File: src/rtl/clx_pkg.sv
`timescale 1ns / 1ps
// Shared types, token codes and character class functions for the calculator lexer.
// Depends on nothing; every other file in rtl imports it.
package clx_pkg;

	localparam int DATA_W = 8;
	localparam int FIELD_W = 8;
	localparam int KIND_W = 3;
	localparam int M_TDATA_W = 24;

	localparam int FIFO_DEPTH = 4;
	localparam int PTR_W = $clog2(FIFO_DEPTH);
	localparam int CNT_W = $clog2(FIFO_DEPTH + 1);

	localparam logic [KIND_W-1:0] KIND_END = 3'd0;
	localparam logic [KIND_W-1:0] KIND_NUMBER = 3'd1;
	localparam logic [KIND_W-1:0] KIND_IDENT = 3'd2;
	localparam logic [KIND_W-1:0] KIND_OPEN = 3'd3;
	localparam logic [KIND_W-1:0] KIND_CLOSE = 3'd4;
	localparam logic [KIND_W-1:0] KIND_NEWLINE = 3'd5;
	localparam logic [KIND_W-1:0] KIND_ILLEGAL = 3'd6;

	typedef struct packed {
		logic [KIND_W-1:0]  kind;
		logic [FIELD_W-1:0] length;
		logic [FIELD_W-1:0] blanks;
		logic               last;
	} clx_res_t;

	typedef struct packed {
		logic     v0;
		logic     v1;
		clx_res_t r0;
		clx_res_t r1;
	} clx_push_t;

	function automatic logic is_digit(input logic [DATA_W-1:0] c);
		return c inside {[8'h30:8'h39]};
	endfunction

	function automatic logic is_alpha(input logic [DATA_W-1:0] c);
		return c inside {[8'h61:8'h7a], [8'h41:8'h5a]};
	endfunction

	function automatic logic is_symbol(input logic [DATA_W-1:0] c);
		return c inside {8'h21, 8'h24, 8'h25, 8'h26, 8'h2a, 8'h2f, 8'h3a, 8'h3c,
			8'h3d, 8'h3e, 8'h7e, 8'h5f, 8'h5e, 8'h2b, 8'h2d};
	endfunction

	function automatic logic is_blank(input logic [DATA_W-1:0] c);
		return c inside {8'h20, 8'h09};
	endfunction

endpackage

File: src/rtl/clx_core.sv
`timescale 1ns / 1ps
// Lexer state and byte classification: turns one registered byte into up to two results.
// Depends on clx_pkg.
module clx_core
	import clx_pkg::*;
#(
	parameter int COUNT_BITS = 8
) (
	input  logic              clk,
	input  logic              arst_n,
	input  logic              adv,
	input  logic [DATA_W-1:0] byte_s1,
	output clx_push_t         push
);

	localparam logic [1:0] MODE_IDLE = 2'd0;
	localparam logic [1:0] MODE_NUMBER = 2'd1;
	localparam logic [1:0] MODE_IDENT = 2'd2;

	logic [1:0]            mode_q, mode_d;
	logic [COUNT_BITS-1:0] blank_q, blank_d;
	logic [COUNT_BITS-1:0] tblank_q, tblank_d;
	logic [COUNT_BITS-1:0] run_q, run_d;

	logic           running, cont, starts, single;
	clx_res_t       run_res, single_res;
	logic [KIND_W-1:0] single_kind;

	function automatic logic [COUNT_BITS-1:0] sat_inc(input logic [COUNT_BITS-1:0] v);
		return (&v) ? v : v + COUNT_BITS'(1);
	endfunction

	always_comb begin
		running = (mode_q == MODE_NUMBER) || (mode_q == MODE_IDENT);
		if (mode_q == MODE_NUMBER) begin
			cont = is_digit(byte_s1) || (byte_s1 == 8'h2e);
		end else begin
			cont = is_alpha(byte_s1) || is_digit(byte_s1) || is_symbol(byte_s1);
		end
		starts = is_digit(byte_s1) || is_alpha(byte_s1) || is_symbol(byte_s1);

		case (byte_s1)
			8'h00:   single_kind = KIND_END;
			8'h28:   single_kind = KIND_OPEN;
			8'h29:   single_kind = KIND_CLOSE;
			8'h0a:   single_kind = KIND_NEWLINE;
			default: single_kind = KIND_ILLEGAL;
		endcase

		run_res.kind = (mode_q == MODE_NUMBER) ? KIND_NUMBER : KIND_IDENT;
		run_res.length = FIELD_W'(run_q);
		run_res.blanks = FIELD_W'(tblank_q);
		run_res.last = 1'b0;

		single_res.kind = single_kind;
		single_res.length = (single_kind == KIND_END) ? '0 : FIELD_W'(1);
		single_res.blanks = FIELD_W'(blank_q);
		single_res.last = 1'b1;

		mode_d = mode_q;
		blank_d = blank_q;
		tblank_d = tblank_q;
		run_d = run_q;
		single = 1'b0;
		push = '0;

		if (running && cont) begin
			run_d = sat_inc(run_q);
		end else begin
			if (running) begin
				mode_d = MODE_IDLE;
				run_d = '0;
				tblank_d = '0;
			end
			if (is_blank(byte_s1)) begin
				blank_d = sat_inc(blank_q);
			end else if (starts) begin
				mode_d = is_digit(byte_s1) ? MODE_NUMBER : MODE_IDENT;
				tblank_d = blank_q;
				run_d = COUNT_BITS'(1);
				blank_d = '0;
			end else begin
				single = 1'b1;
				blank_d = '0;
			end
		end

		if (adv) begin
			if (running && !cont) begin
				push.v0 = 1'b1;
				push.r0 = run_res;
				push.r0.last = !single;
				push.v1 = single;
				push.r1 = single_res;
			end else if (single) begin
				push.v0 = 1'b1;
				push.r0 = single_res;
			end
		end
	end

	always_ff @(posedge clk or negedge arst_n) begin
		if (!arst_n) begin
			mode_q <= MODE_IDLE;
			blank_q <= '0;
			tblank_q <= '0;
			run_q <= '0;
		end else if (adv) begin
			mode_q <= mode_d;
			blank_q <= blank_d;
			tblank_q <= tblank_d;
			run_q <= run_d;
		end
	end

	a_pair_order: assert property (@(posedge clk) disable iff (!arst_n)
		push.v1 |-> (push.v0 && !push.r0.last && push.r1.last))
		else $error("two results not ordered run token then terminator");

	a_end_idles: assert property (@(posedge clk) disable iff (!arst_n)
		(push.v0 && push.r0.kind == KIND_END) ||
		(push.v1 && push.r1.kind == KIND_END) |=> (mode_q == MODE_IDLE && blank_q == '0))
		else $error("end token did not leave the lexer idle");

	a_run_silent: assert property (@(posedge clk) disable iff (!arst_n)
		(adv && running && cont) |-> (!push.v0 && !push.v1))
		else $error("continuing byte produced a result");

endmodule

File: src/rtl/clx_fifo.sv
`timescale 1ns / 1ps
// Result queue: takes up to two results per cycle, hands out one per transfer.
// Depends on clx_pkg.
module clx_fifo
	import clx_pkg::*;
(
	input  logic      clk,
	input  logic      arst_n,
	input  clx_push_t push,
	output logic      room,
	output logic      out_valid,
	input  logic      out_ready,
	output clx_res_t  out_res
);

	clx_res_t         mem_q [FIFO_DEPTH];
	logic [PTR_W-1:0] wp_q, rp_q;
	logic [CNT_W-1:0] cnt_q;
	logic [PTR_W-1:0] wp1;
	logic             pop;

	assign wp1 = wp_q + PTR_W'(1);
	assign pop = out_valid && out_ready;
	assign out_valid = (cnt_q != '0);
	assign out_res = mem_q[rp_q];
	assign room = (cnt_q <= CNT_W'(FIFO_DEPTH - 2));

	always_ff @(posedge clk) begin
		if (push.v0) begin
			mem_q[wp_q] <= push.r0;
		end
		if (push.v1) begin
			mem_q[wp1] <= push.r1;
		end
	end

	always_ff @(posedge clk or negedge arst_n) begin
		if (!arst_n) begin
			wp_q <= '0;
			rp_q <= '0;
			cnt_q <= '0;
		end else begin
			wp_q <= wp_q + PTR_W'(push.v0) + PTR_W'(push.v1);
			rp_q <= rp_q + PTR_W'(pop);
			cnt_q <= cnt_q + CNT_W'(push.v0) + CNT_W'(push.v1) - CNT_W'(pop);
		end
	end

	a_no_overflow: assert property (@(posedge clk) disable iff (!arst_n)
		push.v0 |-> (cnt_q <= CNT_W'(FIFO_DEPTH - 2)))
		else $error("result pushed without room reserved");

	a_count_bound: assert property (@(posedge clk) disable iff (!arst_n)
		cnt_q <= CNT_W'(FIFO_DEPTH))
		else $error("result queue count out of range");

endmodule

File: src/rtl/calc_token_lexer.sv
`timescale 1ns / 1ps
// Calculator lexer top level: input register, lexer core and result queue.
// Depends on clx_pkg, clx_core and clx_fifo.
// Each result passes from the input register into the result queue, which offers it;
// a byte waits in the input register while the queue lacks room. Throughput: one byte
// per cycle while the queue has room; a byte that ends a running token and makes its own
// token yields two results, which leave over two output transfers from a four-entry queue.
// Reset clears the lexer state, the input register valid flag and the queue.
module calc_token_lexer
	import clx_pkg::*;
#(
	parameter int COUNT_BITS = 8
) (
	input  logic                 clk,
	input  logic                 arst_n,
	input  logic                 s_tvalid,
	output logic                 s_tready,
	input  logic [DATA_W-1:0]    s_tdata,   // [7:0] text_byte
	output logic                 m_tvalid,
	input  logic                 m_tready,
	output logic [M_TDATA_W-1:0] m_tdata,   // [2:0] token_kind, [10:3] token_length,
	                                        // [18:11] leading_blanks, [23:19] zero
	output logic                 m_tlast    // last_of_run
);

	logic              valid_s1;
	logic [DATA_W-1:0] byte_s1;
	logic              room, adv;
	clx_push_t         push;
	clx_res_t          out_res;

	assign adv = valid_s1 && room;
	assign s_tready = !valid_s1 || adv;

	always_ff @(posedge clk or negedge arst_n) begin
		if (!arst_n) begin
			valid_s1 <= 1'b0;
		end else if (s_tvalid && s_tready) begin
			valid_s1 <= 1'b1;
		end else if (adv) begin
			valid_s1 <= 1'b0;
		end
	end

	always_ff @(posedge clk) begin
		if (s_tvalid && s_tready) begin
			byte_s1 <= s_tdata;
		end
	end

	clx_core #(
		.COUNT_BITS(COUNT_BITS)
	) u_core (
		.clk    (clk),
		.arst_n (arst_n),
		.adv    (adv),
		.byte_s1(byte_s1),
		.push   (push)
	);

	clx_fifo u_fifo (
		.clk      (clk),
		.arst_n   (arst_n),
		.push     (push),
		.room     (room),
		.out_valid(m_tvalid),
		.out_ready(m_tready),
		.out_res  (out_res)
	);

	assign m_tdata = {5'd0, out_res.blanks, out_res.length, out_res.kind};
	assign m_tlast = out_res.last;

endmodule

File: config.mk
export PLATFORM = sky130hd
export DESIGN_NAME = calc_token_lexer
export DESIGN_NICKNAME = d
export VERILOG_FILES = /design/src/rtl/clx_pkg.sv /design/src/rtl/clx_core.sv /design/src/rtl/clx_fifo.sv /design/src/rtl/calc_token_lexer.sv
export SDC_FILE = /design/constraint.sdc
export NUM_CORES = 1
export LEC_CHECK = 0
export BUFFER_PORTS_ARGS = -buffer_cell sky130_fd_sc_hd__buf_2
export CAP_MARGIN = 5
export CORE_MARGIN = 1.5
export CORE_UTILIZATION = 50
export CTS_CLUSTER_SIZE = 25
export DETAILED_ROUTE_END_ITERATION = 12
export PLACE_DENSITY = 0.76
export SLEW_MARGIN = 20
export SYNTH_ARGS = -nofsm -noshare
export SYNTH_HDL_FRONTEND = slang
export SYNTH_HIERARCHICAL = 1
export SYNTH_SLANG_ARGS = --single-unit
export TNS_END_PERCENT = 100
File: constraint.sdc
create_clock -name clk -period 3.9 [get_ports clk]
set_input_delay 0 -clock clk [delete_from_list [all_inputs] [get_ports clk]]
set_output_delay 0 -clock clk [all_outputs]
set_load 0.1 [all_outputs]
==> results.toml <==
[yosys]
synth_seq_cells = 122
synth_edf_count = 88
syn_inst = 493
ys_warn_count = 6
syn-cell-area_sq_um = 6746
yosysSeqAreaShare_pct = 51.78
async_flop_share_pct = 27.87
ys.flop_type = "edfxtp_1"
synth_cell_types = 73
synth_area_per_cell_sq_um = 13.68

[drt]
vias = 4206
wl_per_cell_microns = 19.05
route.detailed.drc = 0
ant_nets = 0
routed_wl_microns = 13900
drt_first_pass_iters = 5
vias_per_cell = 5.762
drtIter0Drc = 384

[critical_path]
r2r_setup_slack_ns = 0.38
critPathKind = "flip-flop to flip-flop"
cp_max_fo = 16
cp-startpoint = "byte_s1[3]"
required_ns = 4.20
cp-endpoint = "u_fifo/cnt_q[2]"
worstSetupEndpointType = "flip-flop"
worstReg2RegStart = "byte_s1[3]"
startpoint_type = "flip-flop"
rr_worst_depth = 12
r2r-end = "u_fifo/cnt_q[2]"
cp.arrival_ns = 3.82

[cts]
cts_setup_buffers = 0
clk_latency_ns = 0.41
clockBufferDepth = 2
cts_tree = "yes"
clockRootBuffer = "clkbuf_16"
htreeDepth = 4
cts.sinks = 122
cts_made_buffers = 17
clk_pin_slew_ns = 0.05

[floorplanning]
die_h_microns = 119.2
rows = 42
initial_core_util_pct = 51.15
fp.dieW_microns = 119.2
pin_count = 39
core_area_sq_um = 13190
dieArea_sq_um = 14200

[timing]
finalSetupViolCount = 0
finalHoldViolations = 0
slew_headroom_pct = 30.67
drv_slew = 0
tightest_slew_ns = 1.040
finalCritPeriodShare_pct = 90.26
final.setup_skew_ns = 0.01118
rsz0062_at_grt = "false"
fmax_mhz = 284.1
tns_ns = 0
layout_min_cycle_time_ns = 3.520

[global_routing]
grt_usage_pct = 21.23
grt_max_degree = 35
grt_pass1_vias = 4308
grt_overflow = 0
antenna_found_initial = 0
grt_pass1_wl_microns = 22670

[finish]
n_antenna_cell = 0
layout_commonest_cell = "edfxtp_1"
syn_to_final_growth_pct = 13.76
mostFrequentLayoutCells = "edfxtp_1 (88), mux2_2 (80), dfrtp_1 (34), buf_2 (33), and2_1 (22)"
nNetsFinal = 564
final_util_pct = 58.19
final_layout_size_suffix_gt1_share_pct = 35.20

[outcome]
status = "complete, no violations"

[placed_design]
dp_hpwl_microns = 9011
io_buffers = 33
gp_congestion = 0.9366

[flow_run]
cap_violations = 0

[hold_path]
hold_path_class = "primary input to async pin"
repair_timing:
item                                   in CTS  in global routing
resized for setup                           0                  0
endpoints found under the hold margin      52                  0
hold buffers                               11                  0
metal layers:
layer	wire [microns]	vias up	GRT usage, %
li1	-	1979	-
met1	6125	2083	27.78
met2	6970	133	35.04
met3	691	11	4.981
met4	117	0	7.003
met5	0	-	0
cells in the mapped netlist (4+ instances only):
library cell / number / area [sq um]
edfxtp_1: 88 / 2643
mux2_2: 80 / 900.9
dfrtp_1: 34 / 850.8
and2_1: 22 / 137.6
mux4_2: 20 / 450.4
a22o_1: 18 / 157.7
buf_2: 18 / 90.09
nor2_1: 16 / 60.06
buf_4: 15 / 112.6
a21oi_1: 14 / 70.07
nand2_1: 12 / 45.04
inv_1: 11 / 41.29
nor2b_1: 9 / 56.30
ha_1: 8 / 100.1
nand3_1: 8 / 40.04
nor3_1: 8 / 40.04
and3_1: 7 / 43.79
o21ai_0: 7 / 35.03
a21o_1: 5 / 37.54
a221o_1: 5 / 50.05
nand2b_1: 5 / 31.28
a31oi_1: 4 / 25.02
clkbuf_1: 4 / 15.01
o21ai_1: 4 / 20.02
xor2_1: 4 / 35.03
logic make-up (layout without fill, tap and decap cells):
group | Yosys count | after routing | share of synthesized area, %
mux | 103 | 103 | 20.49
buf+inv | 51 | 102 | 4.062
flops | 122 | 122 | 51.78
compound gates | 78 | 78 | 9.329
simple gates | 121 | 121 | 11.20
other cells | 2 | 12 | 0.1113
xor+xnor | 5 | 5 | 0.6491
fa+ha+maj | 11 | 11 | 2.374
worst min-delay path by stage:
stage / depth (start not counted) / slack [ns] / to / start
global route: 2 / 0.29 / byte_s1[5] / s_tdata[5]
global placement: 1 / 0.13 / u_core/tblank_q[0] / arst_n
finish: 2 / 0.23 / u_core/tblank_q[0] / arst_n
CTS: 2 / 0.24 / u_core/mode_q[1] / arst_n
floorplan: 0 / -0.30 / u_core/blank_q[0] / arst_n
detailed placement: 1 / 0.14 / u_core/tblank_q[0] / arst_n
stage by stage:
stage | hold WS, ns | cell area, sq um | std cells | setup slack, ns
after detailed placement | 0.1375 | 7066 | 687 | 0.3683
after CTS | 0.2401 | 7675 | 730 | 0.3521
after floorplan | -0.2956 | 6784 | 503 | 0.1122
after global routing | 0.2872 | 7675 | 730 | 0.04802
final | 0.2292 | 7675 | 730 | 0.3797
after global placement | 0.1321 | 7066 | 687 | 0.4464
worst max-delay path: stages, from the launching register on:
cell	delay, ns
edfxtp_1	0.63
or3b_1	0.41
o2111ai_2	0.14
o22ai_4	0.16
nor2_2	0.23
nand4_1	0.17
o21ai_0	0.24
inv_1	0.17
ha_1	0.31
inv_1	0.05
fa_1	0.37
fa_1	0.39
xnor2_1	0.13
flip-flops by register name (all words and copies together), names as in the netlist:
name / flops
u_core/blank_q: 8
valid_s1: 1
u_core/tblank_q: 8
u_fifo/cnt_q: 3
u_core/mode_q: 2
u_fifo/wp_q: 2
u_fifo/rp_q: 2
u_fifo/mem_q: 80
byte_s1: 8
u_core/run_q: 8
area by class of cell:
cell class                 count  area, sq um
clock buffer                  26        469.2
clock inverter                 6        30.03
fill                        1020         5515
inverter                      12        45.04
multi-input combinational    330         3037
sequential                   122         3493
tap                          176        220.2
timing repair buffer          58        380.4
Power is left out: the tool's default activity adds up to more than one toggle a clock period on the data nets, which glitch-free logic cannot reach.
